## src/rtl/vcc_pkg.sv

```systemverilog
// Package for the valid-mode 2D cross-correlation block.
// Shared constants and types; no dependencies.
`default_nettype none
package vcc_pkg;
    localparam int MAX_WIDTH_DEF  = 64;
    localparam int MAX_KERNEL_DEF = 8;
    localparam int SUM_W          = 38;
    localparam int VAL_W          = 16;
    localparam int POS_W          = 6;
    localparam int IW_W           = 7;
    localparam int KS_W           = 4;
    localparam logic MODE_KERNEL  = 1'b0;
    localparam logic MODE_PIXEL   = 1'b1;
    localparam logic REG_WIDTH    = 1'b0;
    localparam logic REG_KSIZE    = 1'b1;

    // Control from sequencer to MAC.
    typedef struct packed {
        logic clear;
        logic acc_en;
    } mac_ctl_t;
endpackage
`default_nettype wire

```

## src/rtl/vcc_mac.sv

```systemverilog
// Shared multiply-accumulate unit with output saturation.
// Depends on vcc_pkg.
`default_nettype none
module vcc_mac (
    input  wire logic                        clk,
    input  wire vcc_pkg::mac_ctl_t           ctl,
    input  wire logic signed [vcc_pkg::VAL_W-1:0] a,
    input  wire logic signed [vcc_pkg::VAL_W-1:0] b,
    output logic signed [vcc_pkg::SUM_W-1:0] sat_sum
);
    localparam int ACC_W = 48;
    logic signed [2*vcc_pkg::VAL_W-1:0] prod_reg;
    logic signed [ACC_W-1:0]            acc_reg;
    logic signed [ACC_W-1:0]            acc_next;
    logic                               acc_en_reg;
    localparam logic signed [ACC_W-1:0] SMAX = (ACC_W'(1) <<< (vcc_pkg::SUM_W-1)) - 1;
    localparam logic signed [ACC_W-1:0] SMIN = -(ACC_W'(1) <<< (vcc_pkg::SUM_W-1));

    // product registered, then summed next cycle
    always_ff @(posedge clk)
    begin
        prod_reg   <= a * b;
        acc_en_reg <= ctl.acc_en;
        acc_reg    <= acc_next;
    end

    always_comb
    begin
        acc_next = ctl.clear ? '0 : acc_reg;
        if (acc_en_reg)
            acc_next = acc_reg + ACC_W'(prod_reg);
    end

    always_comb
    begin
        if (acc_reg > SMAX)
            sat_sum = SMAX[vcc_pkg::SUM_W-1:0];
        else if (acc_reg < SMIN)
            sat_sum = SMIN[vcc_pkg::SUM_W-1:0];
        else
            sat_sum = acc_reg[vcc_pkg::SUM_W-1:0];
    end
endmodule
`default_nettype wire

```

## config.mk

```make
export PLATFORM = sky130hd
export DESIGN_NAME = vcc_mac
export DESIGN_NICKNAME = d
export VERILOG_FILES = /design/src/rtl/vcc_pkg.sv /design/src/rtl/vcc_mac.sv
export SDC_FILE = /design/constraint.sdc
export NUM_CORES = 1
export LEC_CHECK = 0
export BUFFER_PORTS_ARGS = -buffer_cell sky130_fd_sc_hd__clkbuf_2
export CORE_UTILIZATION = 45
export DETAILED_ROUTE_END_ITERATION = 10
export PLACE_DENSITY = 0.61
export SLEW_MARGIN = 5
export SYNTH_ARGS = -nofsm -noshare
export SYNTH_HDL_FRONTEND = slang
export SYNTH_SLANG_ARGS = --single-unit
```

## constraint.sdc

```tcl
create_clock -name clk -period 9.1 [get_ports clk]
set_clock_uncertainty 0.15 [all_clocks]
set_input_delay 1.365 -clock clk [delete_from_list [all_inputs] [get_ports clk]]
set_output_delay 1.365 -clock clk [all_outputs]
set_load 0.02 [all_outputs]
```

Word level (Yosys, flattened, before mapping):

Cells that the tools add are included.

* add/subtract/negate cells: 1
* multipliers: 1
* order comparisons: 2
* mux-type cells: 4
* reduce and logical (&&, ||, !) cells: 1

Operators by type and width (count)
* $mux W48: 2
* $mux W38: 2
* $add A48 B32 Y48: 1
* $gt A48 B38 Y1 const B: 1
* $lt A48 B38 Y1 const B: 1
* $mul A16 B16 Y32: 1
* $reduce_bool A2 Y1: 1

* register bits: 81

Depth between registers and ports, before layout:

Gate-level depths: netlist of run 1.

* word-level depth: 3
* gate-level depth with buffers: 25
* mapped depth without buffers: 23

Worst setup path before layout of run 1:

No wires, ideal clock.

* path kind: input to register
* from: in b[3] (netlist name)
* to: reg prod_reg[30] (netlist name)
* setup time: 0.072 ns
* arrival time: 7.016 ns
* data required time: 8.878 ns
* slack: 1.862 ns
* cell stages on the path: 23
* cell sequence: clkbuf_1 -> and2_1 -> fa_1 -> inv_1 -> fa_1 -> inv_1 -> fa_1 -> fa_1 -> fa_1 -> inv_1 -> fa_1 -> inv_1 -> ha_1 -> clkbuf_1 -> o21a_1 -> o21a_1 -> a221oi_1 -> o22ai_1 -> o21ai_0 -> a21o_1 -> o2111ai_1 -> a21oi_1 -> xnor2_1

* word-level cells in the longest chain between the ends: 1

RTL lines
* from (decl): RTL line vcc_mac.sv:8 `input wire logic signed [vcc_pkg::VAL_W-1:0] b,`
* $mul A16 B16 Y32: RTL line vcc_mac.sv:22 `prod_reg <= a * b;`
* to (signal assigned): RTL line vcc_mac.sv:22
* to (decl): RTL line vcc_mac.sv:12 `logic signed [2*vcc_pkg::VAL_W-1:0] prod_reg;`

No other way between the ends.
A chain may end at the register's enable or synchronous reset.

Final worst setup path of run 1:

Ends and elaborated chain as after synthesis.

==> qor.yml, run 1 <==
status: "completed"
setup_violations: 0
clk_latency_ns: 0.35
synth_edf_count: 48
synth_mux_area_share_pct: 0.668
holdPathStages: 2
cts_resized: 0
drt_pass1_iterations: 5
cpMaxStageDelayCell: "fa_1"
syn_inst: 1684
post-cts-setup-buffers: 0
worstPathRequired_ns: 9.23
dieArea_mm2: 0.0349
layout_common_cells: "inv_1 (332), fa_1 (263), nand2_1 (168), and2_1 (131), ha_1 (129)"
crit_chain: "clkbuf_2 > and2_1 > fa_1 > inv_1 > fa_1 > inv_1 > fa_1 > fa_1 > fa_1 > inv_1 > fa_1 > inv_1 > ha_1 > o21a_1 > o21a_1 > a221oi_1 > o22ai_1 > o21ai_0 > a21o_1 > o2111ai_1 > a21oi_1 > xnor2_1"
cts-buffers-inserted: 9
drtIter0Drc: 739
synth_compound_area_share_pct: 12.4
synthAdderAreaFrac_pct: 44.8
die-width_um: 187
post-dp-hpwl_mm: 29.6
initial_core_util_pct: 45.8
hold_end: "acc_reg[0]"
cp_common_cell: "fa_1"
setup_tns_ns: 0
fin_ws_ns: 1.58
largest_reg_flops: 48
avgSynthCellArea_um2: 9.13
min_period_ns: 7.52
avgRoutedWirePerCell_um: 16.7
worstSetupStartpointType: "primary input"
ys_seq_area_share_pct: 13.7
nNetsFinal: 2135
synth-seq-cells: 81
synth_cell_types: 70
vias: 11200
critPathMaxFanout: 16
yosysWarnings: 0
hold_viol_final: 0
max_stage_delay_ns: 0.59
synth_simple_gate_area_share_pct: 15.1
cts-hold-fix-buffers: 0
synth-async-reset-ratio_pct: 0
grt_pass1_wl_mm: 61.9
wirelength_mm: 36.2
grt_start_max_net_pins: 49
cts_buffer_depth: 2
end_kind: "flip-flop"
critPathArrivalTime_ns: 7.65
cts_root_buf: "clkbuf_16"
pre_cts_slack_ns: 1.28
min-delay-start: "prod_reg[0]"
viasPerCell: 5.20
r2r_setup_slack_ns: 5.56
syn_area_mm2: 0.0154
fin_crit_sh_pct: 82.6
num_antenna_cells: 0
synth_ff_type: "edfxtp_1"
ant_nets: 0
rows: 67
remaining_drc_errors: 0
antenna_found_initial: 1
area_growth_pct: 7.05
synth_top_family_by_area: "adder cells"
post_dp_cell_area_mm2: 0.0161
rsz0062_at_grt: "no"
max_slew.worst_pin.slew_ns: 0.981
design_area_mm2: 0.0165
slew_viol_final: 0
io_buffers: 72
cts_tree: "built"
path_clk_slew_ns: 0.06
synth-xor-area-share_pct: 3.76
grt_pass1_vias: 11900
r2r-start: "acc_reg[0]"
final_common_cell: "inv_1"
grt-ovfl-total: 0
relSlewSlack_pct: 34.6
boundaryPins: 73
worstSetupPathType: "in -> reg"
die_h_um: 187
r2r_cells: 12
fmax_mhz: 133
gp_congestion: 0.908
r2r_end: "acc_reg[28]"
clkSinkCount: 81
hold_path_class: "reg -> reg"
core-area_mm2: 0.0335
layout-drive-gt1-share_pct: 6.77
htree_levels: 3
track_usage_pct: 22.0
max-cap-violations: 0
syn-num-nets: 2111
## cell families (layout without fill, tap and decap cells)
group | after synthesis | count (layout)
DFF | 81 | 81
muxes | 10 | 10
AOI/OAI and AO/OA | 271 | 271
and+or+nand+nor | 469 | 469
adders and majority gates | 392 | 392
xor gates and xnor gates | 66 | 66
buffers and inverters | 395 | 424
## Yosys cell counts, drive strengths merged (5+ instances only)
cell	number	area, um^2
nand2	168	631
or3	6	37.5
fa	263	5270
nand4	11	68.8
xnor2	50	438
a21o	47	360
o31ai	7	85.1
o21a	48	360
nor3	12	71.3
dfxtp	33	661
o21ai	38	190
a211oi	7	52.6
and2	131	820
nand2b	13	81.3
nand3	18	90.1
a21oi	62	314
xor2	16	140
o211ai	7	52.6
nor2b	9	63.8
mux2i	8	80.1
o21bai	11	82.6
a31oi	13	103
clkbuf	58	218
edfxtp	48	1440
inv	332	1250
nor2	78	293
buf	5	22.5
ha	129	1610
and3	5	31.3
## metal layers
layer,up-vias,GRT usage (%),wire [um]
li1,5368,-,-
met1,5553,31.9,17400
met2,274,35.8,16600
met3,36,2.67,1760
met4,0,3.85,422
met5,-,0,0
## critical path, delay by kind of cell
family | cells | cell delay (ns)
xor+xnor | 1 | 0.13
fa+ha+maj | 7 | 3.60
buf+inv | 5 | 0.56
simple gates | 1 | 0.26
compound gates | 8 | 1.71
## area by class of cell
type                    instances  area (um^2)
clock inverters                 3         40.0
well taps                     448          561
repair buffers                 76          390
multi-input cells            1208        11800
fillers                      3268        17100
inverters                     332         1250
flip-flops and latches         81         2100
clock buffers                  13          304
## per-stage QoR
stage	hold slack [ns]	std cells	util (%)
2_1_floorplan	0.461	1684	-
3_3_place_gp	0.478	2145	48.0
3_5_place_dp	0.485	2145	48.0
4_1_cts	0.500	2161	49.1
5_1_grt	0.516	2161	49.1
6_report	0.499	2161	49.1
## how the worst max path moves through the flow
stage,startpoint,slack [ns],to,cells past startpoint
floorplan,b[3],1.86,prod_reg[30],23
global placement,b[3],1.38,prod_reg[30],22
detailed placement,b[15],1.28,prod_reg[30],21
CTS,b[15],1.62,prod_reg[30],21
global route,b[1],1.25,prod_reg[30],23
finish,b[3],1.58,prod_reg[30],22
Power of run 1 is not shown: default switching activity piles up to over one toggle a cycle in this logic, so the estimate is an artifact.
==> inputs of run 2 (changes only) <==
--- a/config.mk
+++ b/config.mk
@@ -5,10 +5,11 @@
 export SDC_FILE = /design/constraint.sdc
 export NUM_CORES = 1
 export LEC_CHECK = 0
+export ABC_AREA = 1
 export BUFFER_PORTS_ARGS = -buffer_cell sky130_fd_sc_hd__clkbuf_2
 export CORE_UTILIZATION = 45
 export DETAILED_ROUTE_END_ITERATION = 10
-export PLACE_DENSITY = 0.61
+export PLACE_DENSITY = 0.64
 export SLEW_MARGIN = 5
 export SYNTH_ARGS = -nofsm -noshare
 export SYNTH_HDL_FRONTEND = slang
==> constraint.sdc (replaced) <==
create_clock -name clk -period 6.7 [get_ports clk]
set_clock_uncertainty 0.15 [all_clocks]
set_input_delay 1.005 -clock clk [delete_from_list [all_inputs] [get_ports clk]]
set_output_delay 1.005 -clock clk [all_outputs]
set_load 0.02 [all_outputs]
==> qor.yml, run 2 <==
status: "completed"
max-cap-violations: 0
r2r_setup_slack_ns: 3.60
post-dp-hpwl_mm: 41.2
remaining_drc_errors: 0
cts-hold-fix-buffers: 0
rsz0062_at_grt: "no"
worstSetupPathType: "in -> reg"
layout_common_cells: "nand2_1 (829), inv_1 (688), fa_1 (261), nor2_1 (162), ha_1 (129)"
layout-drive-gt1-share_pct: 7.15
yosysMostFrequentCell: "nand2_1"
syn_inst: 2541
cts_tree: "built"
die-width_um: 199
min_period_ns: 6.35
area_growth_pct: 8.54
holdPathStages: 3
synth_edf_count: 48
path_clk_slew_ns: 0.07
fin_ws_ns: 0.354
cts-buffers-inserted: 9
grt_pass1_wl_mm: 79.2
syn_area_mm2: 0.0175
r2r_end: "acc_reg[40]"
drt_pass1_iterations: 5
end_kind: "flip-flop"
yosysTopAreaCellShare_pct: 30.1
synth_cell_types: 35
r2r_cells: 13
clkSinkCount: 81
vias: 15200
setup_violations: 0
synth-seq-cells: 81
htree_levels: 3
clk_latency_ns: 0.35
wirelength_mm: 47.2
synth_commonest_cells: "nand2_1 (829), inv_1 (689), fa_1 (263), nor2_1 (163), ha_1 (129)"
grt_pass1_vias: 15700
die_h_um: 199
synth.area.top_cells: "fa_1 (30%), nand2_1 (18%), inv_1 (15%), ha_1 (9.2%), edfxtp_1 (8.3%)"
critPathMaxFanout: 9
initial_core_util_pct: 46.1
critPathArrivalTime_ns: 6.46
slew_viol_final: 0
cts_buffer_depth: 2
avgSynthCellArea_um2: 6.88
gp_congestion: 0.981
avgRoutedWirePerCell_um: 15.1
syn-num-nets: 2968
max_slew.worst_pin.slew_ns: 0.903
boundaryPins: 73
antenna_found_initial: 0
worstPathRequired_ns: 6.81
crit_start: "b[5]"
hold_path_class: "reg -> reg"
core-area_mm2: 0.0379
fmax_mhz: 158
dieArea_mm2: 0.0396
cts_root_buf: "clkbuf_16"
synth-async-reset-ratio_pct: 0
largest_reg_flops: 48
fin_crit_sh_pct: 94.7
grt_start_max_net_pins: 49
io_buffers: 72
synth_area_leader_cell: "fa_1"
viasPerCell: 4.87
grt-ovfl-total: 0
worstSetupStartpointType: "primary input"
track_usage_pct: 25.8
synth_ff_type: "edfxtp_1"
ant_nets: 0
final_common_cell: "nand2_1"
num_antenna_cells: 0
rows: 71
pre_cts_slack_ns: -0.206
yosysWarnings: 0
drtIter0Drc: 1156
ys_seq_area_share_pct: 12.0
hold_viol_final: 0
r2r-start: "acc_reg[0]"
min-delay-start: "acc_reg[0]"
relSlewSlack_pct: 39.6
nNetsFinal: 3037
hold_end: "acc_reg[0]"
==> run 2: repair_timing <==
action / 4_1_cts / 5_1_grt
resized for setup: 0 / 8
setup endpoints to repair: 0 / 2
setup buffers: 0 / 3
hold endpoints to repair: 0 / 0
==> run 2: cell type report <==
type	instances	area, um^2
clock buffer	11	254
clock inverter	5	60.1
fill	3865	19000
inverter	691	2600
multi-input combinational	1698	12500
sequential	81	2100
tap	511	639
timing repair buffer	129	816
==> run 2: kinds of logic after synthesis <==
kind of cell,share of synthesized area [%]
compound gates,4.61
buf+inv,16.5
xor+xnor,1.65
flops,12.0
simple gates,25.8
fa+ha+maj,39.4
==> run 2: how the worst max path moves through the flow <==
stage | endpoint | slack, ns | depth (start not counted)
final | prod_reg[28] | 0.35 | 21
after global routing | prod_reg[28] | 0.03 | 20
after CTS | prod_reg[28] | 0.17 | 22
after detailed placement | prod_reg[28] | -0.21 | 22
after global placement | prod_reg[24] | -0.25 | 20
after floorplan | prod_reg[27] | 0.02 | 21
==> run 2: metrics by stage <==
| stage | setup TNS [ns] | area (um^2) | std cells | utilization, % | hold slack, ns |
|---|---|---|---|---|---|
| floorplan | 0 | 17500 | 2541 | - | 0.438 |
| global placement | -0.455 | 18600 | 3107 | 49.0 | 0.486 |
| detailed placement | -0.354 | 18600 | 3107 | 49.0 | 0.509 |
| finish | 0 | 19000 | 3126 | 50.0 | 0.524 |
| CTS | 0 | 18900 | 3123 | 49.9 | 0.530 |
| global route | 0 | 19000 | 3126 | 50.0 | 0.576 |
==> run 2: routing by layer <==
layer	routed length [um]	part of all wire, %	GRT usage (%)
met1	22200	47	36.8
met2	20900	44	41.5
met3	3130	6.6	3.44
met4	947	2.0	5.78
met5	0	0	0
==> run 2: worst max-delay path: stages <==
cell	delay, ns
buf_2	0.26
nand2_1	0.18
fa_1	0.60
inv_1	0.08
fa_2	0.62
inv_1	0.10
fa_1	0.53
inv_1	0.05
fa_1	0.47
fa_1	0.55
inv_1	0.05
fa_1	0.52
inv_1	0.04
ha_1	0.34
nand2_1	0.11
nor2_2	0.19
nand2_1	0.09
nor3_1	0.14
nand2_1	0.10
nand3_1	0.16
xor2_1	0.24
Power of run 2 is left out for the same reason.
